===== src/spsa_ram.sv =====
module spsa_ram #(
  parameter int W = 8,
  parameter int D = 16
) (
  input  logic                 clk,
  input  logic                 we,
  input  logic [$clog2(D)-1:0] waddr,
  input  logic [W-1:0]         wdata,
  input  logic                 re,
  input  logic [$clog2(D)-1:0] raddr,
  output logic [W-1:0]         rdata
);

  logic [W-1:0] mem [D];

  // one write port, one registered read port
  always_ff @(posedge clk) begin
    if (we) begin
      mem[waddr] <= wdata;
    end
    if (re) begin
      rdata <= mem[raddr];
    end
  end

endmodule


===== config.mk =====
export PLATFORM = sky130hd
export DESIGN_NAME = spsa_ram
export DESIGN_NICKNAME = d
export VERILOG_FILES = /design/src/spsa_ram.sv
export SDC_FILE = /design/constraint.sdc
export NUM_CORES = 1
export LEC_CHECK = 0
export ABC_CLOCK_PERIOD_IN_PS = 2950
export BUFFER_PORTS_ARGS = -buffer_cell sky130_fd_sc_hd__buf_2
export CORE_MARGIN = 5
export CORE_UTILIZATION = 60
export CTS_CLUSTER_SIZE = 10
export DETAILED_ROUTE_END_ITERATION = 16
export MAX_ROUTING_LAYER = met4
export PLACE_DENSITY = 0.87
export SLEW_MARGIN = 20
export SYNTH_ARGS = -nofsm -noshare
export SYNTH_HDL_FRONTEND = slang
export SYNTH_SLANG_ARGS = --single-unit

===== constraint.sdc =====
create_clock -name clk -period 2.95 [get_ports clk]
set_input_delay 0.59 -clock clk [delete_from_list [all_inputs] [get_ports clk]]
set_output_delay 0.59 -clock clk [all_outputs]
set_load 0.02 [all_outputs]

# [Word-level counts from Yosys, hierarchy flattened]
# Memory sizes are Yosys's and may differ from the RTL's. A register that Yosys moved wholly into a read port is not among the register bits.
# Index checks and enable logic that the tools add are counted.
[totals] register_bits=0 ramBits=128 in_bits=19 output_inout_bits=8 elab_cells=3 memories=1
[memory_table] memory="mem" depth=16 word_bits=8 rd=1 rd_ports_with_merged_regs=1 write_ports=1 line="14" text="logic [W-1:0] mem [D];"
[classes] n_mux=2
[op_table] cell="$mux 1" n=2

# [Logic depth before layout (Yosys ltp)]
[depth] depth_word=2 depth_mapped=5 depth_no_buf=3

# [Worst setup path before layout]
# No wires, ideal clock.
[synth_path] path_kind="input -> register" start="input waddr[2]" end="memory mem[0][0], enable pin" setup_ns=0.383 arrival_ns=1.700 setup_slack_ns=0.867 cell_stages=2 n_path_buf=0 cell_sequence="or3b_2 nor3_1"
[synth_rtl] element="from (decl)" line="7" text="input logic [$clog2(D)-1:0] waddr,"
[synth_rtl] element="to (decl)" line="14"
# No word-level cell before the write port.

==> impl_results.md <==
- Num CTS Buffers: 17
- Synth cell types: 18
- DR iter-0 viols: between 150 and 200
- Die ar.: between 10,000 and 15,000 sq um
- Net switching power: around 0.00089 W
- Initial Util: around three fifths
- # diodes: 0
- Port bufs: 26
- WP buf/inv: 2
- Uppermost layer routed: met4
- H-tree depth: 4
- Critical Path Slowest Stage Cell: mux4_2
- Core ar.: between 8000 and 9000 sq um
- Cells after synthesis: 229
- Post-CTS Setup Inserts: 0
- Avg WL per Cell: roughly 25 um
- Worst path required time: 3.20 ns
- Worst Hold Launch: re
- #FFs+latches synth: around 140
- Result of the run: completed
- Slew margin rel.: slightly below 30%
- Vias per Instance: about 6.2
- Detailed-route via count: roughly 2,500
- Yosys warning count: 0
- Critical path startpoint category: primary input
- Delay of the slowest critical-path stage: 0.51 ns
- Die H: slightly above 100 um
- CTS Sinks: 136
- GRT Overall Usage: a little over a fifth
- Post-Syn Area: approximately 5200 sq um
- Maximum clock rate: 508.3 MHz
- Vias in the first global route: between 2,000 and 3,000
- DIE WIDTH: approximately 100 um
- Worst path cell trace: buf_2, buf_4, mux4_2, a22oi_1, nand2_1
- TritonCTS clock tree: built
- Final WS setup: 0.9825 ns
- Post-route minimum period: 1.968 ns
- Crit path from: raddr[0]
- Initial antenna violation count: 0
- Sw frac: between 20% and 30%
- Hold Path Class: primary input to register
- Crit. End Element: register
- DP HPWL: around 6000 um
- Final setup fails: 0
- Clock power frac: approximately 44%
- Ports: 27
- Cell area power density: between 700 and 800 nW/um^2
- Routability congestion estimate: 0.7916
- Clk buf depth: 2
- Slew Viols, Final: 0
- Remaining DRCs: 0
- Worst slack, placed: roughly 0.47 ns
- RSZ-0062 raised after global routing: no
- Post_cts resized: 0
- DRT met1 WL: 3876 um
- Area grow syn2layout: 15.82%
- Largest net degree at the start of global routing: 19
- Total congestion overflow: 0
- Worst Path Arrival: around 2.2 ns
- Max VDD drop: roughly 400 uV
- Reg clk slew, reported paths: 0.06 ns
- Worst Path Class, Setup: primary input to register
- Post-route clock period utilization: about two thirds
- Post-cts hold buffer count: 0
- Synth Area per Inst: around 23 sq um
- Sequential-to-total area share from yosys stat: around 78%
- Int Power: ~0.0034 W
- Post-route cell area: 6055 sq um
- Setup TNS: 0 ns
- CP Max Fanout: 18
- Worst slew pin tran: between 1 and 1.5 ns
- Placed cell areas: 5527 sq um
- Final core utilization: just over 70%
- DR pass1 iterations: 4
- Routed wl met2: roughly 5000 um
- Sequential power share: 51.5%
- Post-route ant nets: 0
- Synthesized Nets: approximately 250
- Share of layout cells above drive strength 1: between 30% and 40%
- Row count: 34
- Clock root cell: clkbuf_8
- # Max-Cap Violations: 0
- Leakage power: a little over 2 nW
- Final Power: 0.004255 W
- Combinational power share: 4.7%
- NumNets Final: about 300
- Final hold violation count: 0
- Clk Latency, worst-skew pair: between 0.5 and 0.6 ns
- Fin Clk Skew: approximately 0.0063 ns
- RR Startpoint: mem[3][6]
- Routed wl met3: 917 um
- First-pass GRT wire length: around 15,000 um
- Detailed Route WL: between 9000 and 10,000 um
- CP delay by family, top: buffers and inverters
layer usage:
layer  vias to the layer above  GRT usage (%)
met5                         -              -
met4                         0          7.968
met3                        16          6.774
met2                       146          31.96
met1                      1257          28.83
li1                       1087              -
sequential cells by signal, indices dropped and copies added (netlist names):
| register | cells |
|---|---|
| mem | 128 |
| rdata | 8 |
worst register-to-register path, cell delays in order (launching register included):
cell,delay (ns)
edfxtp_1,0.35
mux4_2,0.49
a22oi_1,0.36
nand2_1,0.12
layout by cell type, fill, tap and decap left out, drive strengths merged:
master	instances
a22oi	16
nand2	9
clkbuf	18
nand3	1
buf	42
nor2b	1
nand3b	2
or3b	1
edfxtp	136
and2	1
clkinvlp	4
bufinv	1
nor3	4
and2b	1
nor2	13
mux4	32
nand2b	2
clkinv	9
final timing paths:
kind | endpoint | slack, ns | depth (start not counted)
max | rdata[7] | 0.98 | 5
min | rdata[1] | 0.44 | 1
max reg2reg | rdata[6] | 1.36 | 3
min reg2reg | rdata[3] | 0.76 | 3
power groups by stage:
stage                     clock [W]  combinational (W)  sequential (W)
final                       0.00186           0.000202         0.00219
after global routing        0.00197           0.000217         0.00219
after CTS                   0.00187           0.000203         0.00219
after detailed placement          0           0.000200         0.00223
after global placement            0           0.000193         0.00223
after floorplan                   0           0.000110         0.00224
cell usage after synthesis:
cell type	count	area share (%)
nor2b_1	1	0.12
nand2b_1	2	0.24
edfxtp_1	136	78
buf_4	1	0.14
nand3_1	1	0.096
nand3b_1	2	0.29
nand2_1	9	0.65
nor2_1	13	0.93
buf_2	3	0.29
and2b_1	1	0.14
nor3_1	4	0.38
a22oi_1	16	2.3
and2_1	1	0.12
mux4_1	14	7.0
clkdlybuf4s25_2	3	0.57
buf_6	3	0.65
or3b_2	1	0.17
mux4_2	18	7.8
kinds of logic after synthesis:
family,share of synthesized area [%]
mux,14.79
compound gates,2.298
buf+inv,1.651
simple gates,3.136
flops,78.12
metrics by stage:
| stage | cells | hold WS (ns) |
|---|---|---|
| floorplan | 229 | 0.6889 |
| global placement | 369 | 0.7245 |
| detailed placement | 369 | 0.7319 |
| CTS | 401 | 0.4313 |
| global route | 401 | 0.4343 |
| finish | 401 | 0.4402 |
cell type report:
class / instances / area (sq um)
Sequential cell: 136 / 4084
Tap cell: 108 / 135.1
Clock buffer: 18 / 417.9
Clock inverter: 14 / 110.1
Multi-Input combinational cell: 83 / 1057
Timing Repair Buffer: 42 / 250.2
Fill cell: 482 / 2539
Note: power is estimated with default switching activity, not from simulation.
