==> src/spsa_pkg.sv <==
package spsa_pkg;

  // field widths
  localparam int POS_W     = 16;
  localparam int CH_W      = 14;
  localparam int SUMP_W    = 26;
  localparam int SUMC_W    = 24;
  localparam int CNT_W     = 16;
  localparam int DVD_W     = 32;
  localparam int DVS_W     = 16;
  localparam int SEED_W    = 2 * POS_W + 3 * CH_W;
  localparam int SUM_W     = 2 * SUMP_W + 3 * SUMC_W + CNT_W;
  localparam int CFG_IDX_W = 2;
  localparam int CFG_DAT_W = 16;

  localparam logic [CNT_W-1:0] COUNT_MAX = '1;

  // item modes
  localparam logic [1:0] MODE_LOAD   = 2'd0;
  localparam logic [1:0] MODE_ASSIGN = 2'd1;
  localparam logic [1:0] MODE_ACCUM  = 2'd2;
  localparam logic [1:0] MODE_UPDATE = 2'd3;

  // result status codes
  localparam logic [1:0] ST_OK    = 2'd0;
  localparam logic [1:0] ST_NONE  = 2'd1;
  localparam logic [1:0] ST_EMPTY = 2'd2;

  // configuration register indexes
  localparam logic [CFG_IDX_W-1:0] CFG_COLS   = 2'd0;
  localparam logic [CFG_IDX_W-1:0] CFG_ROWS   = 2'd1;
  localparam logic [CFG_IDX_W-1:0] CFG_WEIGHT = 2'd2;

  typedef struct packed {
    logic [1:0] mode;
    logic [9:0] seed_index;
    logic [9:0] pixel_x;
    logic [9:0] pixel_y;
    logic [7:0] pixel_l;
    logic [7:0] pixel_a;
    logic [7:0] pixel_b;
    logic [4:0] cell_col;
    logic [4:0] cell_row;
  } in_t;

  typedef struct packed {
    logic [9:0]       label;
    logic [1:0]       status;
    logic [POS_W-1:0] seed_x_out;
    logic [POS_W-1:0] seed_y_out;
    logic [CH_W-1:0]  seed_l_out;
    logic [CH_W-1:0]  seed_a_out;
    logic [CH_W-1:0]  seed_b_out;
  } out_t;

  typedef struct packed {
    logic             start;
    logic [DVD_W-1:0] dividend;
    logic [DVS_W-1:0] divisor;
  } div_req_t;

  typedef struct packed {
    logic             done;
    logic [DVD_W-1:0] quotient;
  } div_rsp_t;

endpackage

==> src/spsa_div.sv <==
module spsa_div (
  input  logic              clk,
  input  logic              rst_n,
  input  spsa_pkg::div_req_t req,
  output spsa_pkg::div_rsp_t rsp
);

  localparam int CW = $clog2(spsa_pkg::DVD_W);

  logic                        busy_r, busy_nxt;
  logic                        done_r, done_nxt;
  logic [CW-1:0]               cnt_r, cnt_nxt;
  logic [spsa_pkg::DVD_W-1:0]  quo_r, quo_nxt;
  logic [spsa_pkg::DVS_W-1:0]  rem_r, rem_nxt;
  logic [spsa_pkg::DVS_W-1:0]  dvs_r, dvs_nxt;
  logic [spsa_pkg::DVS_W:0]    sh;
  logic [spsa_pkg::DVS_W:0]    diff;

  // restoring division, one quotient bit per cycle
  always_comb begin
    busy_nxt = busy_r;
    done_nxt = 1'b0;
    cnt_nxt  = cnt_r;
    quo_nxt  = quo_r;
    rem_nxt  = rem_r;
    dvs_nxt  = dvs_r;
    sh       = {rem_r, quo_r[spsa_pkg::DVD_W-1]};
    diff     = sh - {1'b0, dvs_r};
    if (req.start) begin
      busy_nxt = 1'b1;
      cnt_nxt  = '0;
      quo_nxt  = req.dividend;
      rem_nxt  = '0;
      dvs_nxt  = req.divisor;
    end else if (busy_r) begin
      if (sh >= {1'b0, dvs_r}) begin
        rem_nxt = diff[spsa_pkg::DVS_W-1:0];
        quo_nxt = {quo_r[spsa_pkg::DVD_W-2:0], 1'b1};
      end else begin
        rem_nxt = sh[spsa_pkg::DVS_W-1:0];
        quo_nxt = {quo_r[spsa_pkg::DVD_W-2:0], 1'b0};
      end
      cnt_nxt = cnt_r + 1'b1;
      if (cnt_r == CW'(spsa_pkg::DVD_W - 1)) begin
        busy_nxt = 1'b0;
        done_nxt = 1'b1;
      end
    end
  end

  always_ff @(posedge clk) begin
    if (!rst_n) begin
      busy_r <= 1'b0;
      done_r <= 1'b0;
      cnt_r  <= '0;
    end else begin
      busy_r <= busy_nxt;
      done_r <= done_nxt;
      cnt_r  <= cnt_nxt;
    end
    quo_r <= quo_nxt;
    rem_r <= rem_nxt;
    dvs_r <= dvs_nxt;
  end

  assign rsp.done     = done_r;
  assign rsp.quotient = quo_r;

endmodule

==> config.mk <==
export PLATFORM = sky130hd
export DESIGN_NAME = spsa_div
export DESIGN_NICKNAME = d
export VERILOG_FILES = /design/src/spsa_pkg.sv /design/src/spsa_div.sv
export SDC_FILE = /design/constraint.sdc
export NUM_CORES = 1
export LEC_CHECK = 0
export BUFFER_PORTS_ARGS = -buffer_cell sky130_fd_sc_hd__clkbuf_2
export CAP_MARGIN = 25
export CORE_UTILIZATION = 40
export CTS_CLUSTER_SIZE = 24
export DETAILED_ROUTE_END_ITERATION = 10
export GPL_ROUTABILITY_DRIVEN = 0
export GPL_TIMING_DRIVEN = 0
export PLACE_DENSITY = 0.67
export SYNTH_ARGS = -nofsm -noshare
export SYNTH_HDL_FRONTEND = slang
export SYNTH_SLANG_ARGS = --single-unit
==> constraint.sdc <==
create_clock -name clk -period 4.5 [get_ports clk]
set_input_delay 0 -clock clk [delete_from_list [all_inputs] [get_ports clk]]
set_output_delay 0 -clock clk [all_outputs]
set_load 0.02 [all_outputs]
# Word level (Yosys, flattened, before mapping)
# Cells that the tools add are included.
# totals
ff_bits	71
inputBits	51
out_inout_bits	33
word_cells	23
# op_classes
addsub	2
n_lt_le_gt_ge	1
n_eq_ne	1
n_mux	8
bitwise	2
n_reduce_logical	3
# op_table
operator	count
32-bit two-way mux	2
17-bit by 16-bit greater-or-equal comparator with 1-bit output	1
16-bit two-way mux	1
16-bit subtractor	1
5-bit by 1-bit adder with 5-bit output (second input constant)	1
5-bit equality test (second input constant)	1
1-bit two-way mux	5
3-bit OR reduction	1
1-bit NOT	2
2-bit nonzero test	1
2-bit OR reduction	1

# Longest topological paths before layout
# Gate-level depths: netlist of run 1.
# depth
depth_word	4
depth_mapped	10
ltp_nobuf	9

# Worst setup path after synthesis of run 1
# OpenSTA, ideal clock, no wires.
# synth_timing
path_type	register -> register
from	register dvs_r[4] (netlist bit)
to	register quo_r[0] (netlist bit), data pin
arrival_time_ns	2.074
required_ns	4.230
path_slack_ns	2.156
stages_incl_launch_ff	10
period_less_slack_ns	2.344
path_cell_list	edfxtp_1 -> inv_1 -> ha_1 -> and2_4 -> a221oi_4 -> a21oi_2 -> or4_4 -> buf_6 -> nand2_1 -> o21ai_0
# synth_via
elab_chain_len	4
# synth_rtl
element	line	text
start, declared	spsa_div.sv:15	logic [spsa_pkg::DVS_W-1:0] dvs_r, dvs_nxt;
start signal, assigned	spsa_div.sv:63	dvs_r <= dvs_nxt;
17-bit by 16-bit greater-or-equal comparator with 1-bit output	spsa_div.sv:36	if (sh >= {1'b0, dvs_r}) begin
1-bit two-way mux	spsa_div.sv:36	
32-bit two-way mux	spsa_div.sv:35	end else if (busy_r) begin
32-bit two-way mux	spsa_div.sv:29	if (req.start) begin
net quo_nxt (one bit)	spsa_div.sv:13	logic [spsa_pkg::DVD_W-1:0] quo_r, quo_nxt;
end signal, assigned	spsa_div.sv:61	quo_r <= quo_nxt;
end, declared	spsa_div.sv:13	
# The timed path passes the listed nets, and every way through them passes these cells. The select of a mux whose other input is x is not followed.
# A chain may end at the register's enable or synchronous reset.

# Worst setup path after layout of run 1
# layout_timing
from	register dvs_r[9] (netlist bit)
to	register rem_r[15] (netlist bit)
# layout_via
elab_chain_len	2
word_cells_on_any_way	3
cone_classes	add/sub: 1; order compare: 1; mux: 1
# layout_rtl
element	line	text
16-bit subtractor / 17-bit by 16-bit greater-or-equal comparator with 1-bit output (equally long branches)	spsa_div.sv:28, spsa_div.sv:36	
16-bit two-way mux *	spsa_div.sv:36	
end signal, assigned	spsa_div.sv:62	rem_r <= rem_nxt;
end, declared	spsa_div.sv:14	logic [spsa_pkg::DVS_W-1:0] rem_r, rem_nxt;
# Every way passes the cells marked *; elsewhere a longest branch is shown, timed or not.

==> results of run 1 <==
==> worst min-delay path by stage <==
stage | from | endpoint | slack, ns | cells past startpoint
2_1_floorplan | req[0] | dvs_r[0] | 0.1 | 0
3_3_place_gp | req[10] | dvs_r[10] | 0.18 | 1
3_5_place_dp | req[9] | dvs_r[9] | 0.18 | 1
4_1_cts | req[16] | quo_r[0] | 0.01 | 3
5_1_grt | req[16] | quo_r[0] | 0.03 | 3
6_report | req[16] | quo_r[0] | 0.03 | 3
==> repair_timing <==
item | in CTS | in global routing
endpoints found under the hold margin | 49 | 0
hold buffers | 48 | 0
resized for setup | 0 | 0
==> cells by family (layout without fill, tap and decap cells) <==
group           count (synthesis)  after routing  synth area share (%)
flops                          71             71                  49.5
mux                            34             34                  9.86
simple gates                   93             93                  12.3
fa+ha+maj                      19             19                  6.38
compound gates                 82             82                  15.4
buf+inv                        39            187                  4.10
xor+xnor                       11             11                  2.51
==> power by group through the flow <==
stage / clock network [mW] / registers [mW] / logic (mW)
after floorplan: 0 / 0.830 / 0.183
after global placement: 0 / 0.797 / 0.312
after detailed placement: 0 / 0.797 / 0.321
after CTS: 0.511 / 0.784 / 0.355
after global routing: 0.539 / 0.789 / 0.391
final: 0.501 / 0.784 / 0.359
==> area by class of cell <==
class                           count  share of cell area [%]
Tap cell                          129                    3.15
Inverter                           21                    1.54
Multi-Input combinational cell    239                    34.9
Clock inverter                      6                    1.22
Sequential cell                    71                    37.1
Timing Repair Buffer              132                    18.0
Clock buffer                       10                    2.49
Buffer                             18                    1.54
==> registers in the layout, summed over array words and instances, names as in the netlist <==
name and cells:
busy_r 1, cnt_r 5, done_r 1, dvs_r 16, quo_r 32, rem_r 16
==> stage by stage <==
stage	setup WS [ns]	power, mW	cells	utilization [%]	hold WS (ns)
final	1.72	1.64	626	55.1	0.0266
after global routing	1.51	1.72	626	55.1	0.0319
after CTS	1.76	1.65	626	55.1	0.0142
after detailed placement	1.78	1.12	562	47.9	0.179
after global placement	1.80	1.11	561	47.6	0.177
after floorplan	2.16	1.01	349	-	0.0989
==> layer usage <==
| metal | part of all wire [%] | vias to the layer above | GRT usage [%] | routed length [microns] |
|---|---|---|---|---|
| met2 | 49 | 87 | 33.5 | 4600 |
| met1 | 46 | 1547 | 24.4 | 4310 |
| met3 | 4.8 | 9 | 4.39 | 452 |
| met5 | 0 | - | 0 | 0 |
| met4 | 0.76 | 0 | 3.68 | 72 |
| li1 | - | 1605 | - | - |
==> cells in the mapped netlist, types with 3 or more instances <==
cell      number  area [sq um]
inv_1         21          78.8
o21a_1         3          22.5
o31ai_1        3          22.5
nor3_1         4          20.0
a21oi_1       13          65.1
a211oi_1       6          45.0
o21ai_0       17          85.1
dfxtp_1       23           460
mux2_2        31           349
clkbuf_1      13          48.8
nand2b_1       6          37.5
nor2_1        28           105
nand4_1        7          43.8
xnor2_1        6          52.6
xor2_1         5          43.8
ha_1          18           225
mux2i_1        3          30.0
a31oi_1        5          31.3
nand3_1        7          35.0
nand2_1       21          78.8
a21o_1         4          30.0
buf_1          3          11.3
o211ai_1       5          37.5
a311oi_1       5          43.8
edfxtp_1      48          1440
==> worst max-delay path: cells and delay by family (launching register included) <==
| family | cells | cell delay, ns |
|---|---|---|
| buffers and inverters | 2 | 0.35 |
| AO/OA/AOI/OAI | 1 | 0.20 |
| flip-flops | 1 | 0.33 |
| adder cells (fa/ha/maj) | 1 | 0.26 |
| AND/OR/NAND/NOR | 4 | 1.49 |
==> flow_summary_export.csv, run 1 <==
group,metric,value,unit
run_status,result_of_the_run,"completed",
pwr,power_frac_clock,30.5,%
cells_and_area,final_net_count,562,
job,max_cap_viols,0,
clock_network,htree_levels,3,
yosys,postSynthCellCount,349,
setup_path,worst_endpoint_required_time,4.68,ns
sta,finalMaxSlewViolations,0,
yosys,synth_cell_types,56,
sta,worst_slew_pin_slew,0.771,ns
setup_path,worstReg2RegEnd,"rem_r[15]",
cells_and_area,multiInputGateArea,1790,sq um
cells_and_area,area_growth_syn_to_layout,33.2,%
setup_path,r2r_start,"dvs_r[9]",
yosys,ys_ff_latch,71,
global_route,grt_util_all_layers,19.2,%
clock_network,clk_root_buffer_cell,"clkbuf_8",
global_route,grt_antenna_before_repair,0,
yosys,yosys_warnings,0,
sta,timing.max_slew.rel_slack,48.3,%
setup_path,timing.reg2reg.setup_slack,1.72,ns
drt,drt_pass1_iterations,4,
setup_path,critical_path.startpoint,"dvs_r[9]",
min_path,worst_hold_path_type,"in -> reg",
global_route,grt_start_max_net_pins,26,
floorplan,die_w,100,microns
clock_network,clock_path_buffers,2,
pwr,p_leak,2.15,nW
setup_path,critical_setup_path_kind,"reg -> reg",
setup_path,crit_path_start_kind,"flop",
floorplan,design.portCount,84,
drt,postRouteAntennaNets,0,
setup_path,critical-path-slowest-cell,"nor2_1",
pwr,power.internal,1.17,mW
yosys,synth_area_per_cell,11.0,sq um
sta,final.setup_skew,0.0107,ns
drt,wirelength,9430,microns
place,placedInstanceArea,4450,sq um
setup_path,path_max_fanout,9,
drt,routed_length_per_placed_instance,15.1,microns
drt,via_per_inst,5.19,
clock_network,tritoncts,"yes",
clock_network,clock_latency,0.34,ns
place,dp_hpwl,6410,microns
sta,clock_period_minus_final_worst_setup_slack,2.78,ns
clock_network,cts_num_sinks,71,
cells_and_area,antenna-diode-count,0,
pwr,power.share.combinational,21.8,%
yosys,synth.yosys.seq_area_share,49.5,%
yosys,synth-edff-count,48,
pwr,vdd.ir_drop.worst,197,uV
yosys,synth_fp_nets,419,
cells_and_area,stdcell_area,5120,sq um
cells_and_area,drive_gt1_share,28.0,%
floorplan,number_of_rows_in_the_core_area,35,
drt,drt-initial-drc-count,149,
clock_network,path_clk_slew,0.08,ns
clock_network,setup_fix_bufs_post_cts,0,
cells_and_area,layout_commonest_cell,"clkbuf_2",
pwr,sequentialPowerShare,47.7,%
yosys,ys_async_sr_fraction,0,%
setup_path,end_kind,"flop",
setup_path,critical_path.cell_chain,"inv_1 -> ha_1 -> clkbuf_1 -> nand4_1 -> nor4_1 -> nor4_2 -> nor2_1 -> o221ai_1",
setup_path,cp-endpoint,"rem_r[15]",
cells_and_area,ff_latch_area,1900,sq um
place,place.port_buffers,83,
global_route,gr-total-overflow,0,
sta,timing_hold_violations_final,0,
setup_path,worst_path_arrival_time,2.96,ns
floorplan,start_util,41.4,%
drt,detailroute.via_count,3248,
setup_path,maximum_single_stage_delay_on_the_critical_path,0.57,ns
setup_path,r2r.worst_path.cells,8,
sta,fmax,359,MHz
global_route,grt_first_pass_wirelength,15100,microns
pwr,power.share.switching,28.8,%
floorplan,die_h,100,microns
pwr,power.density_cell_area,321,nW/um^2
cells_and_area,highest_count_cells_in_the_layout_ignoring_fill_and_taps,"83 x clkbuf_2, 48 x edfxtp_1, 48 x dlygate4sd3_1, 31 x mux2_2, 28 x nor2_1",
floorplan,dieArea,10000,sq um
pwr,switchingPower,0.473,mW
cells_and_area,filler_cell_count,858,
sta,grt_setup_unrepaired,"no",
sta,setup_viol,0,
yosys,synth.cell_area,3840,sq um
sta,finalCritPeriodShare,61.9,%
global_route,first_global_vias,3260,
yosys,synth_flop_cell,"edfxtp_1",
drt,count_of_unresolved_drc_violations_after_routing,0,
clock_network,tritoncts.num_buffers,9,
sta,finalSetupTns,0,ns
floorplan,area_of_the_core,9280,sq um
Power figures use the tool's default switching activity.
==> run 2, diff against run 1 <==
--- a/config.mk
+++ b/config.mk
@@ -5,6 +5,7 @@
 export SDC_FILE = /design/constraint.sdc
 export NUM_CORES = 1
 export LEC_CHECK = 0
+export ABC_AREA = 1
 export BUFFER_PORTS_ARGS = -buffer_cell sky130_fd_sc_hd__clkbuf_2
 export CAP_MARGIN = 25
 export CORE_UTILIZATION = 40
@@ -12,7 +13,7 @@
 export DETAILED_ROUTE_END_ITERATION = 10
 export GPL_ROUTABILITY_DRIVEN = 0
 export GPL_TIMING_DRIVEN = 0
-export PLACE_DENSITY = 0.67
+export PLACE_DENSITY = 0.66
 export SYNTH_ARGS = -nofsm -noshare
 export SYNTH_HDL_FRONTEND = slang
 export SYNTH_SLANG_ARGS = --single-unit
==> constraint.sdc (replaced) <==
create_clock -name clk -period 2.7 [get_ports clk]
set_input_delay 0 -clock clk [delete_from_list [all_inputs] [get_ports clk]]
set_output_delay 0 -clock clk [all_outputs]
set_load 0.02 [all_outputs]
==> flow_summary_export.csv, run 2 <==
group,metric,value,unit
place,post-place-ws,0.153,ns
clock_network,path_clk_slew,0.08,ns
floorplan,start_util,41.3,%
yosys,synth_top_family_by_area,"simple AND/OR/NAND/NOR gates",
clock_network,cells_resized_by_post_cts_repair,0,
floorplan,area_of_the_core,9770,sq um
yosys,synth.cell_area,4040,sq um
sta,setup_viol,0,
floorplan,die_w,103,microns
yosys,synth-edff-count,48,
drt,drt-initial-drc-count,164,
global_route,grt_start_max_net_pins,25,
setup_path,r2r.worst_path.cells,5,
yosys,synth-xor-area-share,1.30,%
sta,grt_setup_unrepaired,"no",
cells_and_area,max_flop_register,"quo_r",
yosys,ys_ff_latch,71,
yosys,synth_cell_types,34,
global_route,grt_antenna_before_repair,0,
floorplan,design.portCount,84,
sta,finalCritPeriodShare,85.5,%
cells_and_area,drive_gt1_share,17.9,%
drt,drt_pass1_iterations,5,
yosys,synthTopCellsByArea,"edfxtp_1 36%, nand2_1 22%, dfxtp_1 11%",
run_status,result_of_the_run,"completed",
yosys,postSynthCellCount,529,
setup_path,cpLargestDelayFamily,"buffers and inverters",
cells_and_area,ff_latch_area,1900,sq um
yosys,synthDominantCellAreaShare,35.7,%
cells_and_area,filler_cell_count,920,
global_route,gr-total-overflow,0,
setup_path,worst_endpoint_required_time,2.80,ns
yosys,synth_compound_area_share,2.60,%
pwr,power_total,2.54,mW
sta,fmax,433,MHz
floorplan,dieArea,10500,sq um
clock_network,clk_root_buffer_cell,"clkbuf_8",
drt,routed_length_per_placed_instance,12.6,microns
setup_path,crit_path_start_kind,"flop",
setup_path,r2r_start,"busy_r",
clock_network,clock_path_buffers,2,
clock_network,setup_fix_bufs_post_cts,0,
yosys,post_synth_and_or_nand_nor_area_fraction,33.3,%
yosys,synth.mux.area_fraction,0,%
cells_and_area,highest_count_cells_in_the_layout_ignoring_fill_and_taps,"234 x nand2_1, 83 x clkbuf_2, 79 x inv_1, 48 x edfxtp_1, 48 x dlygate4sd3_1",
job,max_cap_viols,0,
cells_and_area,reg_top3,"quo_r (32), dvs_r (16), rem_r (16)",
yosys,yosys.cell_count.top_type,"nand2_1",
yosys,synth.yosys.seq_area_share,47.1,%
setup_path,crit_top_cell,"clkbuf_1",
setup_path,number_of_stages_on_the_worst_setup_path,5,
drt,detailroute.via_count,3765,
pwr,power.density_cell_area,478,nW/um^2
setup_path,maximum_single_stage_delay_on_the_critical_path,0.54,ns
floorplan,number_of_rows_in_the_core_area,36,
place,placed_cells_incl_taps,746,
global_route,first_global_vias,3768,
sta,timing.final.ws_setup,0.392,ns
drt,wirelength,10200,microns
setup_path,timing.reg2reg.setup_slack,0.39,ns
yosys,synth_area_per_cell,7.64,sq um
min_path,worst_hold_path_type,"in -> reg",
cells_and_area,multiInputGateArea,1750,sq um
place,place.port_buffers,83,
place,dp_hpwl,7060,microns
cells_and_area,layout_commonest_cell,"nand2_1",
sta,final.setup_skew,0.00732,ns
yosys,yosys_warnings,0,
setup_path,critical_path.cell_chain,"clkbuf_1 -> nor2_1 -> clkbuf_1 -> inv_1 -> buf_16",
yosys,post_synth_fa_ha_maj_area_fraction,6.07,%
cells_and_area,area_growth_syn_to_layout,31.5,%
clock_network,clock_latency,0.35,ns
global_route,grt_util_all_layers,21.6,%
setup_path,worstReg2RegEnd,"quo_r[7]",
yosys,commonest_cells_post_synth,"234 x nand2_1, 79 x inv_1, 48 x edfxtp_1",
floorplan,die_h,103,microns
yosys,synth_fp_nets,599,
global_route,grt_first_pass_wirelength,17200,microns
cells_and_area,largest_reg_flops,32,
setup_path,critical-path-slowest-cell,"nor2_1",
sta,timing.max_slew.rel_slack,47.1,%
yosys,synth_flop_cell,"edfxtp_1",
setup_path,critical_setup_path_kind,"reg -> reg",
setup_path,path_max_fanout,24,
clock_network,htree_levels,3,
min_path,holdPathStages,3,
pwr,vdd.ir_drop.worst,370,uV
yosys,synth_largest_area_cell,"edfxtp_1",
pwr,p_leak,2.81,nW
min_path,min_to,"quo_r[0]",
setup_path,worst_path_arrival_time,2.41,ns
sta,clock_period_minus_final_worst_setup_slack,2.31,ns
drt,postRouteAntennaNets,0,
clock_network,cts-hold-fix-buffers,48,
clock_network,tritoncts.num_buffers,9,
cells_and_area,fin_cells,810,
sta,worst_slew_pin_slew,0.790,ns
clock_network,cts_num_sinks,71,
drt,count_of_unresolved_drc_violations_after_routing,0,
yosys,ys_async_sr_fraction,0,%
min_path,hold_path.startpoint,"req[16]",
drt,via_per_inst,4.65,
setup_path,end_kind,"flop",
cells_and_area,antenna-diode-count,0,
clock_network,tritoncts,"yes",
cells_and_area,final_net_count,742,
sta,finalMaxSlewViolations,0,
setup_path,critPathBufInv,4,
sta,timing_hold_violations_final,0,
-- run 2: cell count changes in the layout (fill, tap and decap cells not counted), moves of 15 or more --
cell	delta
mux2_2	-31
inv_1	+58
nand2_1	+213
nand3_1	+35
nor2_1	-15
o21ai_0	-15
-- run 2: logic make-up after synthesis --
group	count (synthesis)
AND/OR/NAND/NOR	316
XOR/XNOR	6
buffers and inverters	98
flip-flops	71
adder cells (fa/ha/maj)	19
AO/OA/AOI/OAI	19
-- run 2: area by class of cell --
cell class | instances | share of cell area [%]
Buffer | 15 | 1.46
Clock inverter | 4 | 0.542
Inverter | 83 | 5.86
Tap cell | 133 | 3.13
Timing Repair Buffer | 132 | 17.4
Clock buffer | 12 | 2.92
Multi-Input combinational cell | 360 | 32.9
Sequential cell | 71 | 35.8
-- run 2: worst max path at each step --
stage / slack [ns] / start / to
floorplan: 0.80 / busy_r / quo_r[0]
global placement: -0.08 / req[48] / quo_r[7]
detailed placement: 0.15 / req[48] / quo_r[7]
CTS: 0.38 / busy_r / quo_r[7]
global route: 0.16 / busy_r / quo_r[5]
finish: 0.39 / busy_r / quo_r[7]
-- run 2: through the flow --
| step | setup TNS, ns | cell area, sq um | hold slack [ns] | util [%] |
|---|---|---|---|---|
| CTS | 0 | 5310 | 0.0652 | 54.4 |
| detailed placement | 0 | 4650 | 0.179 | 47.6 |
| finish | 0 | 5310 | 0.0935 | 54.4 |
| global route | 0 | 5310 | 0.0686 | 54.4 |
| floorplan | 0 | 4040 | 0.0989 | - |
| global placement | -2.49 | 4620 | 0.177 | 47.3 |
-- run 2: per-layer routing --
layer	GRT usage, %	vias up	wire (microns)
met1	26.2	1719	4490
met2	37.1	87	5060
li1	-	1945	-
met4	10.1	0	208
met3	3.86	14	415
met5	0	-	0
-- run 2: report_power, final --
group | switching [mW] | leakage [nW] | total (mW) | internal (mW)
Clock | 0.412 | 0.0969 | 0.799 | 0.387
Combinational | 0.269 | 2.04 | 0.452 | 0.182
Sequential | 0.0383 | 0.671 | 1.29 | 1.25
Total | 0.719 | 2.81 | 2.54 | 1.82
-- run 2: tightest hold or removal path: cells and delay by family --
family | cells | cell delay [ns]
simple gates | 1 | 0.12
compound gates | 1 | 0.07
buf+inv | 1 | 0.08
==> run 3, diff against run 2 <==
--- a/config.mk
+++ b/config.mk
@@ -13,7 +13,8 @@
 export DETAILED_ROUTE_END_ITERATION = 10
 export GPL_ROUTABILITY_DRIVEN = 0
 export GPL_TIMING_DRIVEN = 0
-export PLACE_DENSITY = 0.66
+export MAX_ROUTING_LAYER = met4
+export PLACE_DENSITY = 0.6
 export SYNTH_ARGS = -nofsm -noshare
 export SYNTH_HDL_FRONTEND = slang
 export SYNTH_SLANG_ARGS = --single-unit
==> flow_summary_export.csv, run 3 (same netlist as run 2, synthesis figures left out) <==
group,metric,value,unit
global_route,grt_util_all_layers,21.5,%
cells_and_area,fin_cells,810,
cells_and_area,reg_top3,"quo_r (32), dvs_r (16), rem_r (16)",
sta,finalSetupTns,0,ns
global_route,grt_start_max_net_pins,25,
sta,finalMaxSlewViolations,0,
global_route,gr-total-overflow,0,
clock_network,tritoncts.num_buffers,9,
global_route,grt_antenna_before_repair,0,
sta,setup_viol,0,
drt,routed_length_per_placed_instance,12.3,microns
setup_path,r2r.worst_path.cells,5,
clock_network,tritoncts,"yes",
setup_path,path_max_fanout,24,
sta,clock_period_minus_final_worst_setup_slack,2.40,ns
setup_path,cp-endpoint,"quo_r[30]",
sta,whs,0.0420,ns
setup_path,critical_path.startpoint,"busy_r",
run_status,result_of_the_run,"completed",
min_path,hold_path.startpoint,"req[16]",
drt,wirelength,9930,microns
floorplan,die_h,103,microns
setup_path,crit_top_cell,"clkbuf_1",
drt,postRouteAntennaNets,0,
setup_path,worst_endpoint_required_time,2.80,ns
clock_network,clock_path_buffers,2,
clock_network,setup_fix_bufs_post_cts,0,
sta,grt_setup_unrepaired,"no",
setup_path,timing.reg2reg.setup_slack,0.30,ns
sta,timing.max_slew.rel_slack,43.3,%
drt,detailroute.via_count,3712,
place,post-place-ws,0.0730,ns
cells_and_area,largest_reg_flops,32,
floorplan,start_util,41.3,%
setup_path,worstReg2RegEnd,"quo_r[30]",
clock_network,htree_levels,3,
drt,drt_pass1_iterations,4,
floorplan,design.portCount,84,
drt,count_of_unresolved_drc_violations_after_routing,0,
setup_path,critical_path.cell_chain,"clkbuf_1 -> nor2_1 -> clkbuf_1 -> inv_1 -> buf_16",
cells_and_area,final_net_count,742,
sta,finalCritPeriodShare,88.9,%
clock_network,cells_resized_by_post_cts_repair,0,
setup_path,r2r_start,"busy_r",
setup_path,end_kind,"flop",
job,max_cap_viols,0,
drt,drt-initial-drc-count,145,
setup_path,maximum_single_stage_delay_on_the_critical_path,0.60,ns
setup_path,worst_path_arrival_time,2.50,ns
sta,fmax,417,MHz
cells_and_area,antenna-diode-count,0,
pwr,power.density_cell_area,489,nW/um^2
drt,via_per_inst,4.58,
cells_and_area,max_flop_register,"quo_r",
cells_and_area,layout_commonest_cell,"nand2_1",
cells_and_area,drive_gt1_share,17.7,%
floorplan,area_of_the_core,9770,sq um
cells_and_area,highest_count_cells_in_the_layout_ignoring_fill_and_taps,"234 x nand2_1, 83 x clkbuf_2, 79 x inv_1, 48 x edfxtp_1, 48 x dlygate4sd3_1",
setup_path,crit_path_start_kind,"flop",
place,placed_cells_incl_taps,746,
clock_network,cts-hold-fix-buffers,48,
min_path,worst_hold_path_type,"in -> reg",
floorplan,dieArea,10500,sq um
sta,timing_hold_violations_final,0,
global_route,grt_first_pass_wirelength,16900,microns
sta,final.setup_skew,0.00860,ns
pwr,p_leak,2.80,nW
pwr,vdd.ir_drop.worst,269,uV
floorplan,die_w,103,microns
floorplan,number_of_rows_in_the_core_area,36,
cells_and_area,area_growth_syn_to_layout,31.9,%
setup_path,critical_setup_path_kind,"reg -> reg",
place,dp_hpwl,7090,microns
clock_network,clock_latency,0.35,ns
global_route,first_global_vias,3725,
clock_network,path_clk_slew,0.07,ns
sta,timing.final.ws_setup,0.300,ns
cells_and_area,final_core_area_utilization,54.5,%
sta,worst_slew_pin_slew,0.848,ns
clock_network,cts_num_sinks,71,
clock_network,clk_root_buffer_cell,"clkbuf_8",
setup_path,critical-path-slowest-cell,"nor2_1",
place,place.port_buffers,83,
[run 3: changes by cell type in the layout (fill, tap and decap cells not counted), sizes merged]
cell      delta
clkinvlp     +2
bufinv       +1
clkbuf       -1
clkinv       -2
[run 3: final cells by class]
class                      count  area, sq um
timing repair buffer         132          923
buffer                        15         77.6
sequential                    71         1900
inverter                      83          312
multi-input combinational    360         1750
clock inverter                 5         57.6
clock buffer                  11          141
tap                          133          166
fill                         961         4450
[run 3: worst min-delay path by stage]
stage / cells after the start / slack (ns) / endpoint
2_1_floorplan: 0 / 0.1 / dvs_r[0]
3_3_place_gp: 1 / 0.18 / dvs_r[12]
3_5_place_dp: 1 / 0.18 / dvs_r[12]
4_1_cts: 3 / 0.04 / quo_r[0]
5_1_grt: 3 / 0.07 / quo_r[0]
6_report: 3 / 0.04 / quo_r[0]
[run 3: metal layers]
metal / wire length, microns / vias up / track usage [%] / part of all wire (%)
met5: 0 / - / - / 0
met4: 60 / 0 / 5.38 / 0.60
met3: 360 / 4 / 4.95 / 3.6
met2: 4890 / 74 / 36.9 / 49
met1: 4620 / 1696 / 25.4 / 47
li1: - / 1938 / - / -
[run 3: metrics by stage]
step                      area [sq um]  total power [mW]
final                             5330              2.61
after global routing              5330              2.73
after CTS                         5330              2.63
after detailed placement          4650              1.70
after global placement            4620              1.69
after floorplan                   4040              1.55
[run 3: power breakdown]
| part | internal, mW | total [mW] | switching (mW) |
|---|---|---|---|
| Sequential | 1.25 | 1.29 | 0.0369 |
| Clock | 0.453 | 0.870 | 0.417 |
| Combinational | 0.182 | 0.450 | 0.268 |
[run 3: worst max-delay path: cells and delay by family (launching register included)]
| kind | cells | cell delay [ns] |
|---|---|---|
| and+or+nand+nor | 1 | 0.60 |
| DFF | 1 | 0.30 |
| buffers and inverters | 4 | 1.24 |
